### src/rtl/sst_pkg.sv
// ----------------------------------------------------------------------------
// sst_pkg
// shared types, codes and helpers for the scoped symbol table
// ----------------------------------------------------------------------------
package sst_pkg;

   localparam int DEFAULT_TABLE_DEPTH = 128;
   localparam int DEFAULT_NAME_BITS   = 32;

   localparam int KIND_BITS    = 3;
   localparam int TAG_BITS     = 32;
   localparam int LEVEL_BITS   = 8;
   localparam int ADDR_BITS    = 16;
   localparam int SCOPE_BITS   = 8;
   localparam int STATUS_BITS  = 2;

   localparam logic [ADDR_BITS-1:0]  ADDR_BASE = 16'd4;
   localparam logic [SCOPE_BITS-1:0] SCOPE_MAX = 8'd255;

   typedef enum logic [KIND_BITS-1:0] {
      KIND_PUSH      = 3'd0,
      KIND_ENTER     = 3'd1,
      KIND_LEAVE     = 3'd2,
      KIND_FIND_NAME = 3'd3,
      KIND_FIND_ADDR = 3'd4
   } kind_type;

   typedef enum logic [STATUS_BITS-1:0] {
      STATUS_OK        = 2'd0,
      STATUS_NOT_FOUND = 2'd1,
      STATUS_FULL      = 2'd2,
      STATUS_UNDERFLOW = 2'd3
   } status_type;

   typedef enum logic {
      STATE_IDLE = 1'b0,
      STATE_SCAN = 1'b1
   } state_type;

   typedef struct packed {
      kind_type               kind;
      logic [ADDR_BITS-1:0]   query_address;
      logic [SCOPE_BITS-1:0]  depth;
   } query_type;

   // slot address of stack entry idx
   function automatic logic [ADDR_BITS-1:0] addr_of(input logic [ADDR_BITS-1:0] idx);
      return (idx << 2) + ADDR_BASE;
   endfunction

endpackage

### src/rtl/sst_match_unit.sv
// ----------------------------------------------------------------------------
// sst_match_unit
// shared compare: name tag, slot address or scope depth against the
// entry read out this cycle
// ----------------------------------------------------------------------------
module sst_match_unit #(
   parameter int TABLE_DEPTH = sst_pkg::DEFAULT_TABLE_DEPTH,
   parameter int NAME_BITS   = sst_pkg::DEFAULT_NAME_BITS,
   parameter int IDX_BITS    = (TABLE_DEPTH > 1) ? $clog2(TABLE_DEPTH) : 1
) (
   input  sst_pkg::query_type               query,
   input  logic [NAME_BITS-1:0]             query_name,
   input  logic [IDX_BITS-1:0]              entry_idx,
   input  logic [NAME_BITS-1:0]             entry_name,
   input  logic [sst_pkg::SCOPE_BITS-1:0]   entry_scope,
   output logic                             hit
);
   import sst_pkg::*;

   always_comb begin
      case (query.kind)
         KIND_FIND_NAME: hit = (entry_name == query_name);
         KIND_FIND_ADDR: hit = (addr_of(ADDR_BITS'(entry_idx)) == query.query_address);
         KIND_LEAVE:     hit = (entry_scope > query.depth);
         default:        hit = 1'b0;
      endcase
   end

endmodule

### config.mk
export PLATFORM = sky130hd
export DESIGN_NAME = sst_match_unit
export DESIGN_NICKNAME = d
export VERILOG_FILES = /design/src/rtl/sst_pkg.sv /design/src/rtl/sst_match_unit.sv
export SDC_FILE = /design/constraint.sdc
export NUM_CORES = 1
export LEC_CHECK = 0
export CORE_MARGIN = 8
export CORE_UTILIZATION = 49
export DETAILED_ROUTE_END_ITERATION = 8
export DONT_BUFFER_PORTS = 1
export PLACE_DENSITY = 0.69
export SLEW_MARGIN = 20
export SYNTH_ARGS = -nofsm -noshare
export SYNTH_HDL_FRONTEND = slang
export SYNTH_SLANG_ARGS = --single-unit
### constraint.sdc
create_clock -name vclk -period 1.4
set_input_delay 0.21 -clock vclk [all_inputs]
set_output_delay 0.21 -clock vclk [all_outputs]
set_load 0.1 [all_outputs]
==> metrics.txt, run 1 <==
status=finished, violations left; failing checks=setup timing; post-synth cell types=28; vias in the first global route=966; setup ws final=-0.323 ns; worst-margin pin slew=0.354 ns; mapped cell area=823 um^2; Post-route DRC=0; Leak Pwr=0.000377 uW; Die Wd=57.0 um; Gate Count Post-Synth=111; critical path capture point type=output port; Setup CP Type=input port to output port; count leader, synth=xor2_1; Worst Hold Launch=query[26]; Final Hold Viols=0; Final Instance Area=921 um^2; CP peak stage delay=0.51 ns; Seq cells=0; wire per inst=19.9 um; synthesized area per cell=7.42 um^2; GP Congestion=0.710; Pre-antenna DRT Iters=4; Hold Slack=0.785 ns; CLK BUF=0; largest net degree at the start of global routing=7; FF/Latch Area=0 um^2; crit path cell chain=xor2_1 -> nor4_1 -> nand3_1 -> or4_4 -> nand3_4 -> buf_12; CP max-delay cell=or4_4; Yosys warnings=0; global-route wire length before repair=4300 um; setup violators final=1; remaining antenna violation count=0; Max Clock Freq=580 MHz; commonest cells in the netlist=xor2_1 (31), inv_1 (10), ha_1 (9), xnor2_1 (9), nor4_1 (8); area leader, netlist=xor2_1; period utilization=123%; share of post-route cells with drive strength above 1=10.4%; Initial Util=49.8%; Vias per Instance=6.32; Synth area leaders=xor2_1 (33%), ha_1 (14%), xnor2_1 (9.6%); number of port buffers=0; row cnt=15; Detailed Route Iter0 Violations=21; Max Slew Vio Count=0; startpoint types=input port; Crit Path Max Fanout=1; peak supply drop=0.110 mV; Max Cap Violations=0; Data arrival, critical path=1.51 ns; # diodes=0; CP startpoint=query_name[24]; DPL Wire Length=2530 um; Rel. slew slack=76.1%; core outline area=0.00165 mm^2; hold buffers post-CTS=0; Worst path top cell family by delay=simple AND/OR/NAND/NOR gates; Die Y=57.0 um; Buffers & Inverters on Critical Path=1; min-delay worst type=input port to output port; nets=232; Vias=834; Final Critical Period=1.72 ns; DP Area=908 um^2; sequential element share of the synthesized area=0%; top-area cell type share of the netlist area=33.0%; Final Power=199 uW; grt ovf=0; Pwr Density=216 mW/mm^2; gr usage total=14.9%; die area=0.00325 mm^2; unrepaired setup endpoints after global routing=true; # IOs=107; # fillers=142; post-synthesis net count=226; initial antenna violation count=0; Layout area overhead=11.9%; total wire length=2620 um; WP data required=1.19 ns
==> tightest hold or removal path, cell delays in order <==
cell	delay, ns
nor4b_1	0.04
o31ai_2	0.08
nand3_4	0.08
buf_12	0.17
==> cells by family (layout without fill, tap and decap cells) <==
logic type | Yosys count | count (layout) | share of synthesized area, %
buf+inv | 10 | 14 | 4.56
xor+xnor | 40 | 40 | 42.6
simple gates | 40 | 40 | 29.3
compound gates | 12 | 12 | 9.88
fa+ha+maj | 9 | 9 | 13.7
==> metal layers <==
metal / up-vias / share of wire [%] / track usage [%] / wire (um)
li1: 407 / - / - / -
met1: 363 / 34 / 15.1 / 884
met5: - / 0 / 0 / 0
met4: 0 / 0 / 0 / 0
met2: 64 / 53 / 28.8 / 1400
met3: 0 / 13 / 6.43 / 341
==> cell usage in the layout (no fill, tap or decap), types with 2 or more instances in the layout <==
| cell type | n |
|---|---|
| buf_4 | 3 |
| ha_1 | 9 |
| nor2b_1 | 2 |
| a21oi_1 | 4 |
| nand3_1 | 3 |
| nor2_1 | 6 |
| nor4_1 | 6 |
| xor2_1 | 31 |
| nand2_1 | 2 |
| nor4_2 | 2 |
| nor3_1 | 3 |
| nand4_1 | 5 |
| nand4b_1 | 2 |
| inv_1 | 9 |
| xnor2_1 | 9 |
==> layout make-up <==
type	instances	area [um^2]	share of cell area [%]
Tap cell	17	21.3	2.31
Inverter	10	37.5	4.08
Multi-Input combinational cell	101	820	89.0
Timing Repair Buffer	4	42.5	4.62
==> where the power goes <==
part / internal, uW / leakage (uW) / total, uW / switching, uW
Combinational: 112 / 0.000377 / 199 / 87.5
Sequential: 0 / 0 / 0 / 0
Clock: 0 / 0 / 0 / 0
==> path summary, 6_finish.rpt <==
check  end  slack, ns  depth (start not counted)
max    hit      -0.32                          6
min    hit       0.79                          4
==> metrics by stage <==
stage               worst slack (ns)  util, %  instances  setup TNS [ns]
detailed placement            -0.364     55.0        132          -0.364
floorplan                     -0.248        -        111          -0.248
finish                        -0.323     55.8        132          -0.323
CTS                           -0.352     55.0        132          -0.352
global route                  -0.402     55.8        132          -0.402
global placement              -0.347     55.0        132          -0.347
==> timing repair <==
item / CTS / global route
endpoints found under the setup margin: 1 / 1
resized for setup: 0 / 2
setup buffers: 0 / 0
pin swaps: 3 / 0
(Power assumes the default switching activity.)
==> run 2, diff against run 1 <==
CORE_UTILIZATION = 45   (was 49)
PLACE_DENSITY = 0.65   (was 0.69)
==> run 2 against run 1 <==
The flow still finishes with violations (setup timing); via count fell by 1.3%; non-clock buffer count did not move; first-iteration DRC count fell by 38%; global-route usage fell by 1.3 points; design area rose by 1.1%; clock-buffer cell count did not move; utilization fell by 1.8 points; maximum frequency fell by 0.99%; largest cell class unchanged; highest routed layer unchanged.
==> metrics.txt, run 2 (synthesized netlist as in run 1, its figures left out) <==
status=finished, violations left (unchanged); failing checks=setup timing (unchanged); Data arrival, critical path=1.53 ns (was 1.51 ns); wire per inst=19.3 um (was 19.9 um); period utilization=124% (was 123%); Leak Pwr=0.000377 uW (unchanged); Final Power=200 uW (was 199 uW); Die Wd=58.8 um (was 57.0 um); Final Instance Area=931 um^2 (was 921 um^2); remaining antenna violation count=0 (unchanged); switching share of power=44.3% (was 43.9%); # diodes=0 (unchanged); Crit Path Max Fanout=1 (unchanged); Sequential Power Share=0% (about the same); DP Area=918 um^2 (was 908 um^2); clock share of power=0% (about the same); nets=232 (unchanged); CP max-delay cell=or4_4 (unchanged); number of port buffers=0 (unchanged); Max Clock Freq=575 MHz (was 580 MHz); hold buffers post-CTS=0 (unchanged); share of post-route cells with drive strength above 1=10.4% (unchanged); peak supply drop=0.113 mV (was 0.110 mV); min-delay worst type=input port to output port (unchanged); row cnt=15 (unchanged); grt ovf=0 (unchanged); largest net degree at the start of global routing=7 (unchanged); Worst path top cell family by delay=simple AND/OR/NAND/NOR gates (unchanged); Vias per Instance=5.88 (was 6.32); Int Power=111 uW (was 112 uW); CLK BUF=0 (unchanged); Layout area overhead=13.1% (was 11.9%); global-route wire length before repair=3950 um (was 4300 um); total wire length=2710 um (was 2620 um); unrepaired setup endpoints after global routing=true (unchanged); Setup Buffers After CTS=0 (unchanged); Rel. slew slack=77.0% (was 76.1%); critical path capture point type=output port (unchanged); Non-Filler Instances=140 (was 132); Detailed Route Iter0 Violations=13 (was 21); commonest non-fill, non-tap cells in the layout=xor2_1 (31), inv_1 (9), xnor2_1 (9), ha_1 (9) (unchanged); Multi-input gate area=820 um^2 (unchanged); Final Critical Period=1.74 ns (was 1.72 ns); Initial Util=47.7% (was 49.8%); DPL Wire Length=2570 um (was 2530 um); Post-route DRC=0 (unchanged); Seq cells=0 (unchanged); Setup CP Type=input port to output port (unchanged); FF/Latch Area=0 um^2 (unchanged); Pre-antenna DRT Iters=2 (was 4); net switching power=88.8 uW (was 87.5 uW); setup violators final=1 (unchanged); Hold Slack=0.800 ns (was 0.785 ns); Final Hold Viols=0 (unchanged); CP peak stage delay=0.50 ns (was 0.51 ns); # placed instances=140 (was 132); Pwr Density=215 mW/mm^2 (was 216 mW/mm^2); core outline area=0.00173 mm^2 (was 0.00165 mm^2); # IOs=107 (unchanged); Vias=823 (was 834); crit path cell chain=xor2_1 -> nor4_2 -> nand3_1 -> or4_4 -> nand3_4 -> buf_12 (was xor2_1 -> nor4_1 -> nand3_1 -> or4_4 -> nand3_4 -> buf_12); startpoint types=input port (unchanged); Buffers & Inverters on Critical Path=1 (unchanged); WP data required=1.19 ns (about the same); gr usage total=13.6% (was 14.9%); Comb pwr share=100.0% (about the same); Max Slew Vio Count=0 (unchanged); worst-margin pin slew=0.341 ns (was 0.354 ns); Max Cap Violations=0 (unchanged); commonest non-fill, non-tap cell in the layout=xor2_1 (unchanged); # fillers=186 (was 142); Setup TNS=-0.340 ns (was -0.323 ns); vias in the first global route=885 (was 966); Die Y=58.8 um (was 57.0 um); initial antenna violation count=0 (unchanged); die area=0.00345 mm^2 (was 0.00325 mm^2); GP Congestion=0.704 (was 0.710); setup ws final=-0.340 ns (was -0.323 ns)
run 2: metrics by stage:
| step | worst slack [ns] | utilization (%) |
|---|---|---|
| floorplan | -0.248 | - |
| global placement | -0.387 | 53.2 |
| detailed placement | -0.392 | 53.2 |
| CTS | -0.381 | 53.2 |
| global route | -0.407 | 53.9 |
| finish | -0.340 | 53.9 |
run 2: worst paths after layout:
path | start | endpoint | slack [ns] | cells after the start
worst min-delay path | query[26] | hit | 0.80 | 4
worst max-delay path | query_name[6] | hit | -0.34 | 6
run 2: final cells by class:
| type | count | area share [%] |
|---|---|---|
| multi-input cells | 101 | 88.0 |
| repair buffers | 4 | 4.57 |
| inverters | 10 | 4.03 |
| well taps | 25 | 3.36 |
run 2: timing repair:
item | in CTS | in global routing
resized for setup | 0 | 2
pin swaps | 2 | 0
setup endpoints to repair | 1 | 1
run 2: power by group through the flow:
stage	combinational, uW	sequential, uW	clock [uW]
2_1_floorplan	163	0	0
3_3_place_gp	191	0	0
3_5_place_dp	194	0	0
4_1_cts	196	0	0
5_1_grt	227	0	0
6_report	200	0	0
run 2: metal layers:
layer  global-route usage (%)  vias up  share of wire, %
li1                         -      408                 -
met1                     13.2      358                33
met2                     26.5       57                51
met3                     6.96        0                16
met4                        0        0                 0
met5                        0        -                 0
